--- config.mk ---
export PLATFORM = sky130hd
export DESIGN_NAME = dual_copy_record_checker_core
export DESIGN_NICKNAME = d
export VERILOG_FILES = /design/src/dcrc_pkg.sv /design/src/dual_copy_record_checker_core.sv
export SDC_FILE = /design/constraint.sdc
export NUM_CORES = 1
export LEC_CHECK = 0
export BUFFER_PORTS_ARGS = -buffer_cell sky130_fd_sc_hd__buf_2
export CAP_MARGIN = 20
export CORE_ASPECT_RATIO = 0.8
export CORE_UTILIZATION = 50
export DETAILED_ROUTE_END_ITERATION = 10
export PLACE_DENSITY = 0.67
export SLEW_MARGIN = 20
export SYNTH_ARGS = -nofsm -noshare
export SYNTH_HDL_FRONTEND = slang
export SYNTH_SLANG_ARGS = --single-unit
export TNS_END_PERCENT = 20
--- constraint.sdc ---
create_clock -name clk -period 16.9 [get_ports clk]
set_input_delay 0.845 -clock clk [delete_from_list [all_inputs] [get_ports clk]]
set_output_delay 0.845 -clock clk [all_outputs]
set_load 0.05 [all_outputs]
--- src/dcrc_pkg.sv ---
// ----------------------------------------------------------------------------
// dcrc_pkg
// Codes, the result record type and the byte-wise CRC-16/MODBUS step.
// ----------------------------------------------------------------------------
`default_nettype none

package dcrc_pkg;

  localparam int unsigned REC_LEN_W = 11;

  localparam logic [15:0] CRC_INIT = 16'hFFFF;
  localparam logic [15:0] CRC_POLY = 16'hA001;

  typedef enum logic [1:0] {
    FUNC_PRIMARY = 2'd0,
    FUNC_BACKUP  = 2'd1,
    FUNC_WRITE   = 2'd2,
    FUNC_NONE    = 2'd3
  } func_t;

  typedef enum logic [1:0] {
    KIND_ECHO    = 2'd0,
    KIND_CRC     = 2'd1,
    KIND_VERDICT = 2'd2,
    KIND_UNUSED  = 2'd3
  } kind_t;

  typedef enum logic [1:0] {
    VERD_OK             = 2'd0,
    VERD_BOTH_BAD       = 2'd1,
    VERD_RESTORE_PRIM   = 2'd2,
    VERD_RESTORE_BACKUP = 2'd3
  } verdict_t;

  typedef struct packed {
    kind_t       kind;
    logic [7:0]  data;
    verdict_t    verdict;
    logic        primary_ok;
    logic        backup_ok;
    logic        last;
  } result_t;

  // One byte through the reflected CRC-16, LSB first.
  function automatic logic [15:0] crc16_byte(input logic [15:0] crc, input logic [7:0] b);
    logic [15:0] c;
    c = crc ^ {8'h00, b};
    for (int k = 0; k < 8; k++) begin
      c = c[0] ? ((c >> 1) ^ CRC_POLY) : (c >> 1);
    end
    return c;
  endfunction

endpackage

`default_nettype wire

--- src/dual_copy_record_checker_core.sv ---
// ----------------------------------------------------------------------------
// Dual copy record checker core
// Verifies a primary and backup record copy against their CRC-16/MODBUS
// checksums and generates the checksum for records being written.
// ----------------------------------------------------------------------------
// Usage:
// Requests arrive on the in_ channel (in_func, in_data_byte). Primary copy
// bytes (data then checksum high, low) come first, then the backup copy;
// the backup's last checksum byte yields one verdict result. Write bytes are
// echoed, and the last data byte of a record also yields both CRC bytes.
// Results leave on the out_ channel, one per cycle while out_ready is high,
// with out_last marking the end of a verdict or write sequence. cfg_data sets
// the record length; the user must see it is written only while the block is
// idle, as the block does not enforce this. cfg_ready is always high. Each
// request is handled in the cycle it is accepted. The block takes one request
// per cycle while in_ready is high; the four-entry result queue sets the rate
// when a request produces three results, which drain at one per cycle while
// out_ready is high. Reset empties the result queue and clears sequence
// state; record length returns to 16. When the receiver stalls, results wait
// in the queue and in_ready drops once two or more are pending.
// ----------------------------------------------------------------------------
`default_nettype none

module dual_copy_record_checker_core #(
  parameter int unsigned MAX_RECORD_BYTES = 1024
) (
  input  wire logic        clk,
  input  wire logic        rst_n,
  input  wire logic        cfg_valid,
  output      logic        cfg_ready,
  input  wire logic [10:0] cfg_data,
  input  wire logic        in_valid,
  output      logic        in_ready,
  input  wire logic [1:0]  in_func,
  input  wire logic [7:0]  in_data_byte,
  output      logic        out_valid,
  input  wire logic        out_ready,
  output      logic [1:0]  out_kind,
  output      logic [7:0]  out_byte,
  output      logic [1:0]  out_verdict,
  output      logic        out_primary_ok,
  output      logic        out_backup_ok,
  output      logic        out_last
);

  localparam int unsigned POS_W = $clog2(MAX_RECORD_BYTES + 3);
  localparam int unsigned CMP_W = (POS_W > dcrc_pkg::REC_LEN_W) ? POS_W : dcrc_pkg::REC_LEN_W;
  localparam logic [CMP_W-1:0] MAX_LEN_C = CMP_W'(MAX_RECORD_BYTES);
  localparam int unsigned Q_DEPTH = 4;
  localparam int unsigned CNT_W = $clog2(Q_DEPTH + 1);

  logic [10:0]         rec_len_r;
  logic [POS_W-1:0]    pos_r, pos_nxt;
  logic [1:0]          prev_func_r, prev_func_nxt;
  logic [15:0]         crc_r, crc_nxt;
  logic [7:0]          stored_hi_r, stored_hi_nxt;
  logic [15:0]         prim_sum_r, prim_sum_nxt;
  logic                prim_ok_r, prim_ok_nxt;

  dcrc_pkg::result_t   q_r [Q_DEPTH];
  dcrc_pkg::result_t   q_nxt [Q_DEPTH];
  logic [CNT_W-1:0]    cnt_r, cnt_nxt;

  dcrc_pkg::result_t   res [3];
  logic [1:0]          n_push;

  logic [CMP_W-1:0]    len_ext;
  logic [POS_W-1:0]    len, limit, p, p_inc;
  logic [15:0]         c, c_upd, sum;
  logic                restart, accept, pop, bok;
  dcrc_pkg::verdict_t  verd;
  logic [CNT_W-1:0]    base;

  assign cfg_ready = 1'b1;
  assign in_ready  = (cnt_r < CNT_W'(2));
  assign accept    = in_valid && in_ready;
  assign out_valid = (cnt_r != '0);
  assign pop       = out_valid && out_ready;

  assign out_kind       = q_r[0].kind;
  assign out_byte       = q_r[0].data;
  assign out_verdict    = q_r[0].verdict;
  assign out_primary_ok = q_r[0].primary_ok;
  assign out_backup_ok  = q_r[0].backup_ok;
  assign out_last       = q_r[0].last;

  // Effective record length: zero acts as one, large values clamp to the maximum.
  assign len_ext = CMP_W'(rec_len_r);
  always_comb begin
    if (rec_len_r == '0) begin
      len = POS_W'(1);
    end else if (len_ext > MAX_LEN_C) begin
      len = POS_W'(MAX_LEN_C);
    end else begin
      len = POS_W'(len_ext);
    end
  end

  assign limit   = (in_func == dcrc_pkg::FUNC_WRITE) ? len : (len + POS_W'(2));
  assign restart = (in_func != prev_func_r) || (pos_r >= limit);
  assign p       = restart ? '0 : pos_r;
  assign c       = restart ? dcrc_pkg::CRC_INIT : crc_r;
  assign p_inc   = p + POS_W'(1);
  assign c_upd   = dcrc_pkg::crc16_byte(c, in_data_byte);
  assign sum     = {stored_hi_r, in_data_byte};
  assign bok     = (sum == c);

  always_comb begin
    if (!prim_ok_r && !bok) begin
      verd = dcrc_pkg::VERD_BOTH_BAD;
    end else if (!prim_ok_r) begin
      verd = dcrc_pkg::VERD_RESTORE_PRIM;
    end else if (!bok || (prim_sum_r != sum)) begin
      verd = dcrc_pkg::VERD_RESTORE_BACKUP;
    end else begin
      verd = dcrc_pkg::VERD_OK;
    end
  end

  always_comb begin
    pos_nxt       = pos_r;
    prev_func_nxt = prev_func_r;
    crc_nxt       = crc_r;
    stored_hi_nxt = stored_hi_r;
    prim_sum_nxt  = prim_sum_r;
    prim_ok_nxt   = prim_ok_r;
    n_push        = 2'd0;
    for (int k = 0; k < 3; k++) begin
      res[k] = '{kind: dcrc_pkg::KIND_ECHO, data: 8'h00, verdict: dcrc_pkg::VERD_OK,
                 primary_ok: 1'b0, backup_ok: 1'b0, last: 1'b0};
    end
    if (accept) begin
      prev_func_nxt = in_func;
      if (in_func == dcrc_pkg::FUNC_WRITE) begin
        crc_nxt     = c_upd;
        pos_nxt     = p_inc;
        res[0].data = in_data_byte;
        n_push      = 2'd1;
        if (p_inc == len) begin
          res[1].kind = dcrc_pkg::KIND_CRC;
          res[1].data = c_upd[15:8];
          res[2].kind = dcrc_pkg::KIND_CRC;
          res[2].data = c_upd[7:0];
          res[2].last = 1'b1;
          n_push      = 2'd3;
        end
      end else if (in_func != dcrc_pkg::FUNC_NONE) begin
        pos_nxt = p_inc;
        crc_nxt = c;
        if (p < len) begin
          crc_nxt = c_upd;
        end else if (p == len) begin
          stored_hi_nxt = in_data_byte;
        end else if (in_func == dcrc_pkg::FUNC_PRIMARY) begin
          prim_sum_nxt = sum;
          prim_ok_nxt  = bok;
        end else begin
          res[0].kind       = dcrc_pkg::KIND_VERDICT;
          res[0].verdict    = verd;
          res[0].primary_ok = prim_ok_r;
          res[0].backup_ok  = bok;
          res[0].last       = 1'b1;
          n_push            = 2'd1;
        end
      end
    end
  end

  // Result queue: entry 0 is the head; new results land right after the survivors.
  assign base    = cnt_r - CNT_W'(pop);
  assign cnt_nxt = base + CNT_W'(n_push);

  always_comb begin
    logic [CNT_W-1:0] jj;
    logic [CNT_W-1:0] idx;
    for (int j = 0; j < Q_DEPTH; j++) begin
      jj  = CNT_W'(j);
      idx = jj - base;
      if ((jj >= base) && (idx < CNT_W'(n_push))) begin
        q_nxt[j] = res[idx[1:0]];
      end else if (pop && (j < Q_DEPTH - 1)) begin
        q_nxt[j] = q_r[(j + 1) % Q_DEPTH];
      end else begin
        q_nxt[j] = q_r[j];
      end
    end
  end

  always_ff @(posedge clk) begin
    if (!rst_n) begin
      rec_len_r   <= 11'd16;
      pos_r       <= '0;
      prev_func_r <= dcrc_pkg::FUNC_PRIMARY;
      crc_r       <= dcrc_pkg::CRC_INIT;
      stored_hi_r <= 8'h00;
      prim_sum_r  <= 16'h0000;
      prim_ok_r   <= 1'b0;
      cnt_r       <= '0;
    end else begin
      if (cfg_valid && cfg_ready) begin
        rec_len_r <= cfg_data;
      end
      pos_r       <= pos_nxt;
      prev_func_r <= prev_func_nxt;
      crc_r       <= crc_nxt;
      stored_hi_r <= stored_hi_nxt;
      prim_sum_r  <= prim_sum_nxt;
      prim_ok_r   <= prim_ok_nxt;
      cnt_r       <= cnt_nxt;
    end
  end

  always_ff @(posedge clk) begin
    for (int j = 0; j < Q_DEPTH; j++) begin
      q_r[j] <= q_nxt[j];
    end
  end

endmodule

`default_nettype wire

== Word level (Yosys, flattened, before mapping) ==
Memories as Yosys holds them, arrays and structs flattened.
Cells that the tools add are included.

* Muxes and demuxes: 67
* Reductions and logical operators: 18
* Add/sub/neg operators: 8
* Divide/modulo/power cells: 0
* Multiply operators: 0
* Equality and inequality tests: 7
* Bitwise gates (word level): 16
* Order comparisons: 16
* Shifts and indexed selects: 0

{| class="wikitable"
|+ Operator list
! operator !! number
|-
| $mux W15 || 15
|-
| $mux W16 || 12
|-
| $bmux W15 S2 || 4
|-
| $mux W11 || 6
|-
| $not A2 Y3 || 12
|-
| $mux W9 || 3
|-
| $mux W25 || 1
|-
| $mux W5 || 5
|-
| $eq A11 B11 Y1 || 2
|-
| $mux W2 || 11
|-
| $mux W10 || 2
|-
| $eq A16 B16 Y1 || 1
|-
| $ne A16 B16 Y1 || 1
|-
| $xor A16 B8 Y16 || 1
|-
| $ge A3 B3 Y1 const B || 4
|-
| $lt A3 B2 Y1 || 4
|-
| $add A11 B1 Y11 const B || 1
|-
| $add A11 B2 Y11 const B || 1
|-
| $ge A11 B11 Y1 || 1
|-
| $gt A11 B11 Y1 const B || 1
|-
| $logic_not A11 Y1 || 1
|-
| $lt A11 B11 Y1 || 1
|-
| $mux W8 || 1
|-
| $logic_and A1 B1 Y1 || 7
|-
| 20 further kinds || 34
|}

* Input bits: 26
* Memories: 1
* Register bits: 68
* Output and inout bits: 18
* Bits in latches: 0
* ROM bits: 0
* Bits in writable memories: 60

{| class="wikitable"
|+ Memories
! memory !! words !! width !! read ports !! clocked after memory_dff !! wr ports !! line !! RTL
|-
| q_r || 4 || 15 || 4 || 0 || 4 || dual_copy_record_checker_core.sv:60 || <nowiki>dcrc_pkg::result_t q_r [Q_DEPTH];</nowiki>
|}

== Longest topological paths before layout ==
Gate-level depths: netlist of the first run.

* Depth in word-level cells: 32
* Gate-level depth with buffers: 37

== Worst setup path after synthesis of the first run ==
Ideal clock, no wire load.

* Path type: input to register
* Start point: input in_func[0]
* End point: memory q_r[2][0] (netlist bit) (enable)
* Setup time: 0.366 ns
* Setup slack: 9.468 ns
* Stages on the path: 30
* Data arrival time: 7.066 ns
* Data required time: 16.534 ns
* Path buffers: 8
* Path through: buf_2 > nand2b_1 > clkbuf_1 > nand2_1 > nor4_1 > mux2_2 > ha_1 > nand4_1 > o21ai_1 > clkbuf_1 > clkbuf_1 > clkbuf_1 > clkbuf_1 > nor2_1 > ha_1 > nand4_1 > nor2_1 > and2_1 > a41oi_1 > o21a_1 > nor4b_2 > nand2_1 > o21ai_0 > ha_1 > inv_1 > a21oi_1 > nand3_1 > clkbuf_1 > clkbuf_1 > nand2_1

{| class="wikitable"
|+ RTL lines
! element !! line !! RTL
|-
| from (decl) || dual_copy_record_checker_core.sv:34 || <nowiki>input wire logic [1:0] in_func,</nowiki>
|-
| to (decl) || dual_copy_record_checker_core.sv:60 ||
|}

==> run metrics, run 1 <==
crit path kind reg -> reg; antenna viol nets, final 0; Tmin final between 7 and 8 ns; sequential cell area fraction in the yosys report 38.0%; Primary FF master, synth dfxtp_1; dpl ws 8.86 ns; maximum buffer depth of the clock tree 2; Worst EP arrival 7.81 ns; Max stage delay on crit path about 0.8 ns; cells after synthesis roughly 930; count of pins over their slew limit 0; number of H-tree levels 4; adder and majority gate portion of the synthesized area 5.98%; setup violators final 0; yosys warns 0; Die Span Y 117 µm; die area 0.0172 mm²; Sink Count 128; fraction of layout cells with a size suffix above 1 11.3%; Yosys top cell by area edfxtp_1; Syn Area/Cell 8.92 µm²; core area around 0.016 mm²; CTS Buf Count 17; Root Buffer clkbuf_16; site row count 41; normalized max-slew margin 29.7%; post-synthesis mux area share 6.20%; post-synthesis register bit count 128; MaxCap Viol Count 0; Data required, critical path 16.96 ns; Clock transition at path regs 0.06 ns; vias 6983; peak supply drop 117 µV; Vias/cell 5.99; gp weighted congestion 0.927; count of input and output buffers 42; unrepaired setup endpoints after global routing false; initial antenna violation count 0; nature of the critical path endpoint flip-flop; switching pwr 0.757 mW; EDFF count, synth 60; most frequent cells after synthesis nand2_1 (105), dfxtp_1 (68), nor2_1 (62); vias in the first global route 6381; sequential share of power 31.6%; Reg2Reg Depth 29; area of the multi-input gates between 0.004 and 0.005 mm²; Peak Freq 129 MHz; HPWL after detailed placement 16000 µm; Hold Violations, Final 0; xor and xnor fraction of the mapped netlist area under 10%; Synth Area in Compound Gates 16.5%; GRT Util Overall 26.9%; nets@finish 1002; Startpoint Class flip-flop; cell with the most instances after synthesis nand2_1; hold depth 2; cts hold-fix bufs 0; CTS tree yes; # Post-CTS Setup Buffers 0; boundary pin count 44; first drt pass iteration count 6; Reg2Reg Launch Point len_ext[10]$_SDFFE_PN0P_; most frequent CP cell a21o_1; Area Growth Syn to Fin 9.85%; worst path buffer plus inverter count 4; FF/Latch Area 0.00316 mm²; PwrDens 184 mW/mm²; status finished, final reports clean; Post-synth ARST share 0%; post-synthesis net count 999; Slew @ Worst Pin 1.05 ns; area of the mapped netlist ~0.0083 mm²; Starting Density 52.0%; Switching Share 45.0%; drt total wl 22200 µm; global route overflow 0; post-cts sizing count 0; worst skew pair latency 0.44 ns; Worst Hold Class reg -> reg; setup tns final 0 ns; worst hold start crc_r[0]$_SDFFE_PN1P_; setup ws final 9.15 ns; Distinct cells, synth 77; Reg2Reg Setup Slack between 9 and 10 ns; die width 146 µm; antenna diode count 0; WL/cell 19.1 µm; Slowest-stage cell, CP nand2_1; filler instances 1455; largest family of logic cells by synthesized area simple AND/OR/NAND/NOR gates; Residual DRC 0; Logic pwr share 48.0%; Starting DRT DRC Count a little over 800; Final period util ~46%; crit-path leading delay family simple AND/OR/NAND/NOR gates; Setup Skew 0.00911 ns; simple-gate share of the synthesized area 21.1%; Area contributors post-synth edfxtp_1 (22%), dfxtp_1 (16%), ha_1 (5.9%); crit path max fanout 22; Lkg Pwr 3.33 nW; Hold EP crc_r[0]$_SDFFE_PN1P_; reg2reg end q_r[2][7]$_DFFE_PP_; largest net degree at the start of global routing 69; first-pass GRT wire length between 30000 and 40000 µm; post-synth top area share 21.6%; clock power share 20.4%; Int Pwr around 0.93 mW
worst reg2reg max path, delay by kind of cell (launching register included):
kind | cells | cell delay [ns]
AOI/OAI and AO/OA | 11 | 1.83
adders and majority gates | 3 | 0.74
buffers and inverters | 4 | 0.85
DFF | 1 | 0.65
and+or+nand+nor | 11 | 3.33
state kept, by name, indices dropped and copies added (netlist names):
name         cells
pos_r           11
crc_r           16
prim_ok_r        1
prim_sum_r      16
stored_hi_r      8
q_r             60
cnt_r            3
prev_func_r      2
len_ext         11
metrics by stage:
| step | hold WS (ns) | utilization [%] | total power [mW] | area (µm²) | cells |
|---|---|---|---|---|---|
| 5_1_grt | 0.538 | 57.2 | 1.79 | 9150 | 1165 |
| 3_3_place_gp | 0.481 | 53.7 | 1.32 | 8600 | 1133 |
| 4_1_cts | 0.508 | 57.2 | 1.67 | 9150 | 1165 |
| 2_1_floorplan | 0.465 | - | 1.12 | 8330 | 934 |
| 6_report | 0.512 | 57.2 | 1.68 | 9150 | 1165 |
| 3_5_place_dp | 0.493 | 53.7 | 1.32 | 8600 | 1133 |
worst max path at each step:
| stage | end | depth (start not counted) | slack, ns | from |
|---|---|---|---|---|
| 2_1_floorplan | q_r[2][0]$_DFFE_PP_ | 30 | 9.47 | in_func[0] |
| 3_3_place_gp | q_r[1][3]$_DFFE_PP_ | 26 | 9.07 | in_func[0] |
| 3_5_place_dp | q_r[1][3]$_DFFE_PP_ | 26 | 8.86 | in_func[0] |
| 4_1_cts | q_r[1][2]$_DFFE_PP_ | 27 | 9.14 | len_ext[10]$_SDFFE_PN0P_ |
| 5_1_grt | q_r[2][8]$_DFFE_PP_ | 29 | 8.50 | len_ext[10]$_SDFFE_PN0P_ |
| 6_report | q_r[2][7]$_DFFE_PP_ | 29 | 9.15 | len_ext[10]$_SDFFE_PN0P_ |
power groups by stage:
stage          clock network (mW)  logic [mW]  registers [mW]
6_report                    0.343       0.809           0.532
5_1_grt                     0.363       0.886           0.541
4_1_cts                     0.348       0.791           0.531
3_5_place_dp                    0       0.788           0.537
3_3_place_gp                    0       0.780           0.537
2_1_floorplan                   0       0.547           0.578
cell families (layout without fill, tap and decap cells):
kind of cell / count (synthesis) / after routing
other cells: 1 / 1
mux: 50 / 50
compound gates: 210 / 210
simple gates: 343 / 343
fa+ha+maj: 40 / 40
flops: 128 / 128
buf+inv: 93 / 109
xor+xnor: 69 / 69
placed cells by master, fill, tap and decap left out, types with 5 or more instances in the layout:
cell and instances:
and3_1 8, a31oi_1 20, o21a_1 5, dfxtp_1 68, a2bb2oi_1 5, mux2_2 8, nand2_1 105, nand3_1 26
xnor2_1 49, nand2b_1 12, inv_1 25, clkbuf_16 17, a21o_1 9, a21oi_1 42, nor2b_1 52, a22oi_1 10
a221o_1 5, edfxtp_1 60, xor2_1 18, nor2_1 62, ha_1 39, buf_2 42, o21ai_0 45, nor3_1 15
o221ai_1 6, and2_1 17, o22ai_1 24, nand4_1 16, mux2i_1 40, buf_4 8
cell type report:
type                    instances  area share [%]
inverters                      27            1.11
clock inverters                14            1.29
well taps                     215            2.94
flip-flops and latches        128            34.6
clock buffers                  18            4.69
multi-input cells             713            52.5
repair buffers                 50            2.95
layer usage:
layer  share of wire [%]  global-route usage (%)  vias up  routed length (µm)
li1                    -                       -     3373                   -
met3                 8.5                    5.58       40                1880
met4                 2.0                    8.98        0                 452
met1                  49                    41.4     3277               10900
met5                   0                       0        -                   0
met2                  40                    36.6      293                8950
No activity file was read; power rests on OpenSTA's default activity.
==> run 2, diff against run 1 <==
--- a/config.mk
+++ b/config.mk
@@ -10,7 +10,7 @@
 export CORE_ASPECT_RATIO = 0.8
 export CORE_UTILIZATION = 50
 export DETAILED_ROUTE_END_ITERATION = 10
-export PLACE_DENSITY = 0.67
+export PLACE_DENSITY = 0.7
 export SLEW_MARGIN = 20
 export SYNTH_ARGS = -nofsm -noshare
 export SYNTH_HDL_FRONTEND = slang
==> constraint.sdc (replaced) <==
create_clock -name clk -period 6.8 [get_ports clk]
set_input_delay 0.34 -clock clk [delete_from_list [all_inputs] [get_ports clk]]
set_output_delay 0.34 -clock clk [all_outputs]
set_load 0.05 [all_outputs]
==> run 2 against run 1 <==
Compared with the run above: core utilization increased by 1.5 points; largest cell class unchanged; highest routed layer unchanged; sequential cell count unchanged; register-to-register slack got worse by 8.7 ns; cell count increased by 1.3%.
==> run metrics, run 2 (synthesis results as in run 1) <==
crit path kind reg -> reg (unchanged); WL/cell 19.7 µm (was 19.1 µm); Reg2Reg Setup Slack 0.43 ns (was 9.15 ns); count of input and output buffers 42 (unchanged); Hold Violations, Final 0 (unchanged); drt total wl 23200 µm (was 22200 µm); most frequent cells in the layout nand2_1 (102), dfxtp_1 (67), nor2_1 (62) (was nand2_1 (105), dfxtp_1 (68), nor2_1 (62)); dpl ws -0.00841 ns (was 8.86 ns); CTS tree yes (unchanged); boundary pin count 44 (unchanged); initial antenna violation count 0 (unchanged); reg2reg end q_r[0][9]$_DFFE_PP_ (was q_r[2][7]$_DFFE_PP_); peak supply drop 329 µV (was 117 µV); MaxCap Viol Count 0 (unchanged); setup ws final 0.428 ns (was 9.15 ns); Lkg Pwr 3.48 nW (was 3.33 nW); first-pass GRT wire length 36500 µm (was 35600 µm); Hold EP len_ext[4]$_SDFFE_PN1P_ (was crc_r[0]$_SDFFE_PN1P_); worst hold start cfg_data[4] (was crc_r[0]$_SDFFE_PN1P_); Reg2Reg Depth 29 (unchanged); nature of the critical path endpoint flip-flop (unchanged); crit path max fanout 13 (was 22); count of pins over their slew limit 0 (unchanged); largest registers q_r: 60 flops, crc_r: 16 flops, prim_sum_r: 16 flops (unchanged); status finished, final reports clean (unchanged); filler instances 1415 (was 1455); Die Span Y 117 µm (unchanged); Residual DRC 0 (unchanged); Final period util 93.7% (was 45.9%); Sink Count 128 (unchanged); maximum buffer depth of the clock tree 2 (unchanged); Worst EP arrival 6.54 ns (was 7.81 ns); Int Pwr 2.47 mW (was 0.927 mW); CTS Buf Count 17 (unchanged); Setup Skew 0.0137 ns (was 0.00911 ns); number of H-tree levels 4 (unchanged); vias 7154 (was 6983); cts hold-fix bufs 0 (unchanged); normalized max-slew margin 30.6% (was 29.7%); Largest register FFs 60 (unchanged); gp weighted congestion 0.979 (was 0.927); core area 0.0160 mm² (unchanged); die area 0.0172 mm² (unchanged); Clock transition at path regs 0.07 ns (was 0.06 ns); Vias/cell 6.06 (was 5.99); # Post-CTS Setup Buffers 0 (unchanged); post-cts sizing count 2 (was 0); first drt pass iteration count 6 (unchanged); area of the multi-input gates 0.00485 mm² (was 0.00480 mm²); most flop-heavy register q_r (unchanged); global route overflow 0 (unchanged); PwrDens 476 mW/mm² (was 184 mW/mm²); Switching Share 44.7% (was 45.0%); switching pwr 2.00 mW (was 0.757 mW); antenna viol nets, final 0 (unchanged); fraction of layout cells with a size suffix above 1 13.7% (was 11.3%); Root Buffer clkbuf_16 (unchanged); sequential share of power 29.5% (was 31.6%); site row count 41 (unchanged); critical path depth 29 (unchanged); vias in the first global route 6461 (was 6381); Starting DRT DRC Count 802 (was 817); Max stage delay on crit path 0.44 ns (was 0.82 ns); Slew @ Worst Pin 1.04 ns (was 1.05 ns); Logic pwr share 48.4% (was 48.0%); Startpoint Class flip-flop (unchanged); Area Growth Syn to Fin 12.8% (was 9.85%); largest net degree at the start of global routing 69 (unchanged); crit-path leading delay family simple AND/OR/NAND/NOR gates (unchanged); HPWL after detailed placement 16500 µm (was 16000 µm); antenna diode count 0 (unchanged); worst path buffer plus inverter count 3 (was 4); setup violators final 0 (unchanged); Worst Hold Class in -> reg (was reg -> reg); worst skew pair latency 0.43 ns (was 0.44 ns); FF/Latch Area 0.00316 mm² (about the same); die width 146 µm (unchanged); hold depth 3 (was 2); GRT Util Overall 27.6% (was 26.9%); nets@finish 1017 (was 1002); unrepaired setup endpoints after global routing false (unchanged); Tmin final 6.37 ns (was 7.75 ns); total power 4.47 mW (was 1.68 mW); Starting Density 52.0% (unchanged); Reg2Reg Launch Point len_ext[10]$_SDFFE_PN0P_ (unchanged); Data required, critical path 6.97 ns (was 16.96 ns); clock power share 22.1% (was 20.4%); Peak Freq 157 MHz (was 129 MHz); commonest non-fill, non-tap cell in the layout nand2_1 (unchanged); Slowest-stage cell, CP maj3_1 (was nand2_1)
-- run 2: how the worst max path moves through the flow --
stage                        startpoint             endpoint
2_1_floorplan                in_func[0]  q_r[2][0]$_DFFE_PP_
3_3_place_gp   len_ext[10]$_SDFFE_PN0P_  q_r[0][0]$_DFFE_PP_
3_5_place_dp   len_ext[10]$_SDFFE_PN0P_  q_r[0][9]$_DFFE_PP_
4_1_cts        len_ext[10]$_SDFFE_PN0P_  q_r[0][9]$_DFFE_PP_
5_1_grt        len_ext[10]$_SDFFE_PN0P_  q_r[0][9]$_DFFE_PP_
6_report       len_ext[10]$_SDFFE_PN0P_  q_r[0][9]$_DFFE_PP_
-- run 2: layout make-up --
cell class / instances / share of cell area, %
Inverter: 27 / 1.08
Multi-Input combinational cell: 713 / 51.6
Sequential cell: 128 / 33.7
Tap cell: 215 / 2.86
Clock buffer: 17 / 4.53
Clock inverter: 15 / 2.21
Timing Repair Buffer: 65 / 4.10
-- run 2: power by group through the flow --
| stage | registers (mW) | logic, mW | clock network, mW |
|---|---|---|---|
| global placement | 1.32 | 2.02 | 0 |
| finish | 1.32 | 2.17 | 0.989 |
| detailed placement | 1.33 | 2.05 | 0 |
| global route | 1.34 | 2.33 | 1.04 |
| CTS | 1.32 | 2.06 | 0.995 |
| floorplan | 1.44 | 1.36 | 0 |
-- run 2: worst reg2reg max path: cells and delay by family, from the launching register on --
family | cells | cell delay (ns)
AOI/OAI and AO/OA | 8 | 1.59
and+or+nand+nor | 11 | 1.70
adders and majority gates | 5 | 1.46
DFF | 1 | 0.38
xor gates and xnor gates | 1 | 0.15
buffers and inverters | 3 | 0.48
muxes | 1 | 0.34
-- run 2: layer usage --
layer  global-route usage (%)  wire, µm
met3                     7.98      2480
met2                     37.6      9430
met4                     6.97       243
met5                        0         0
met1                     42.1     11100
-- run 2: per-stage QoR --
| step | utilization (%) | area (µm²) | cells | TNS (ns) | hold WS, ns |
|---|---|---|---|---|---|
| after detailed placement | 54.4 | 8710 | 1148 | -0.123 | 0.484 |
| after global routing | 58.7 | 9400 | 1180 | 0 | 0.140 |
| final | 58.7 | 9400 | 1180 | 0 | 0.135 |
| after CTS | 58.4 | 9350 | 1180 | 0 | 0.123 |
| after global placement | 54.4 | 8710 | 1148 | 0 | 0.483 |
| after floorplan | - | 8330 | 934 | 0 | 0.465 |
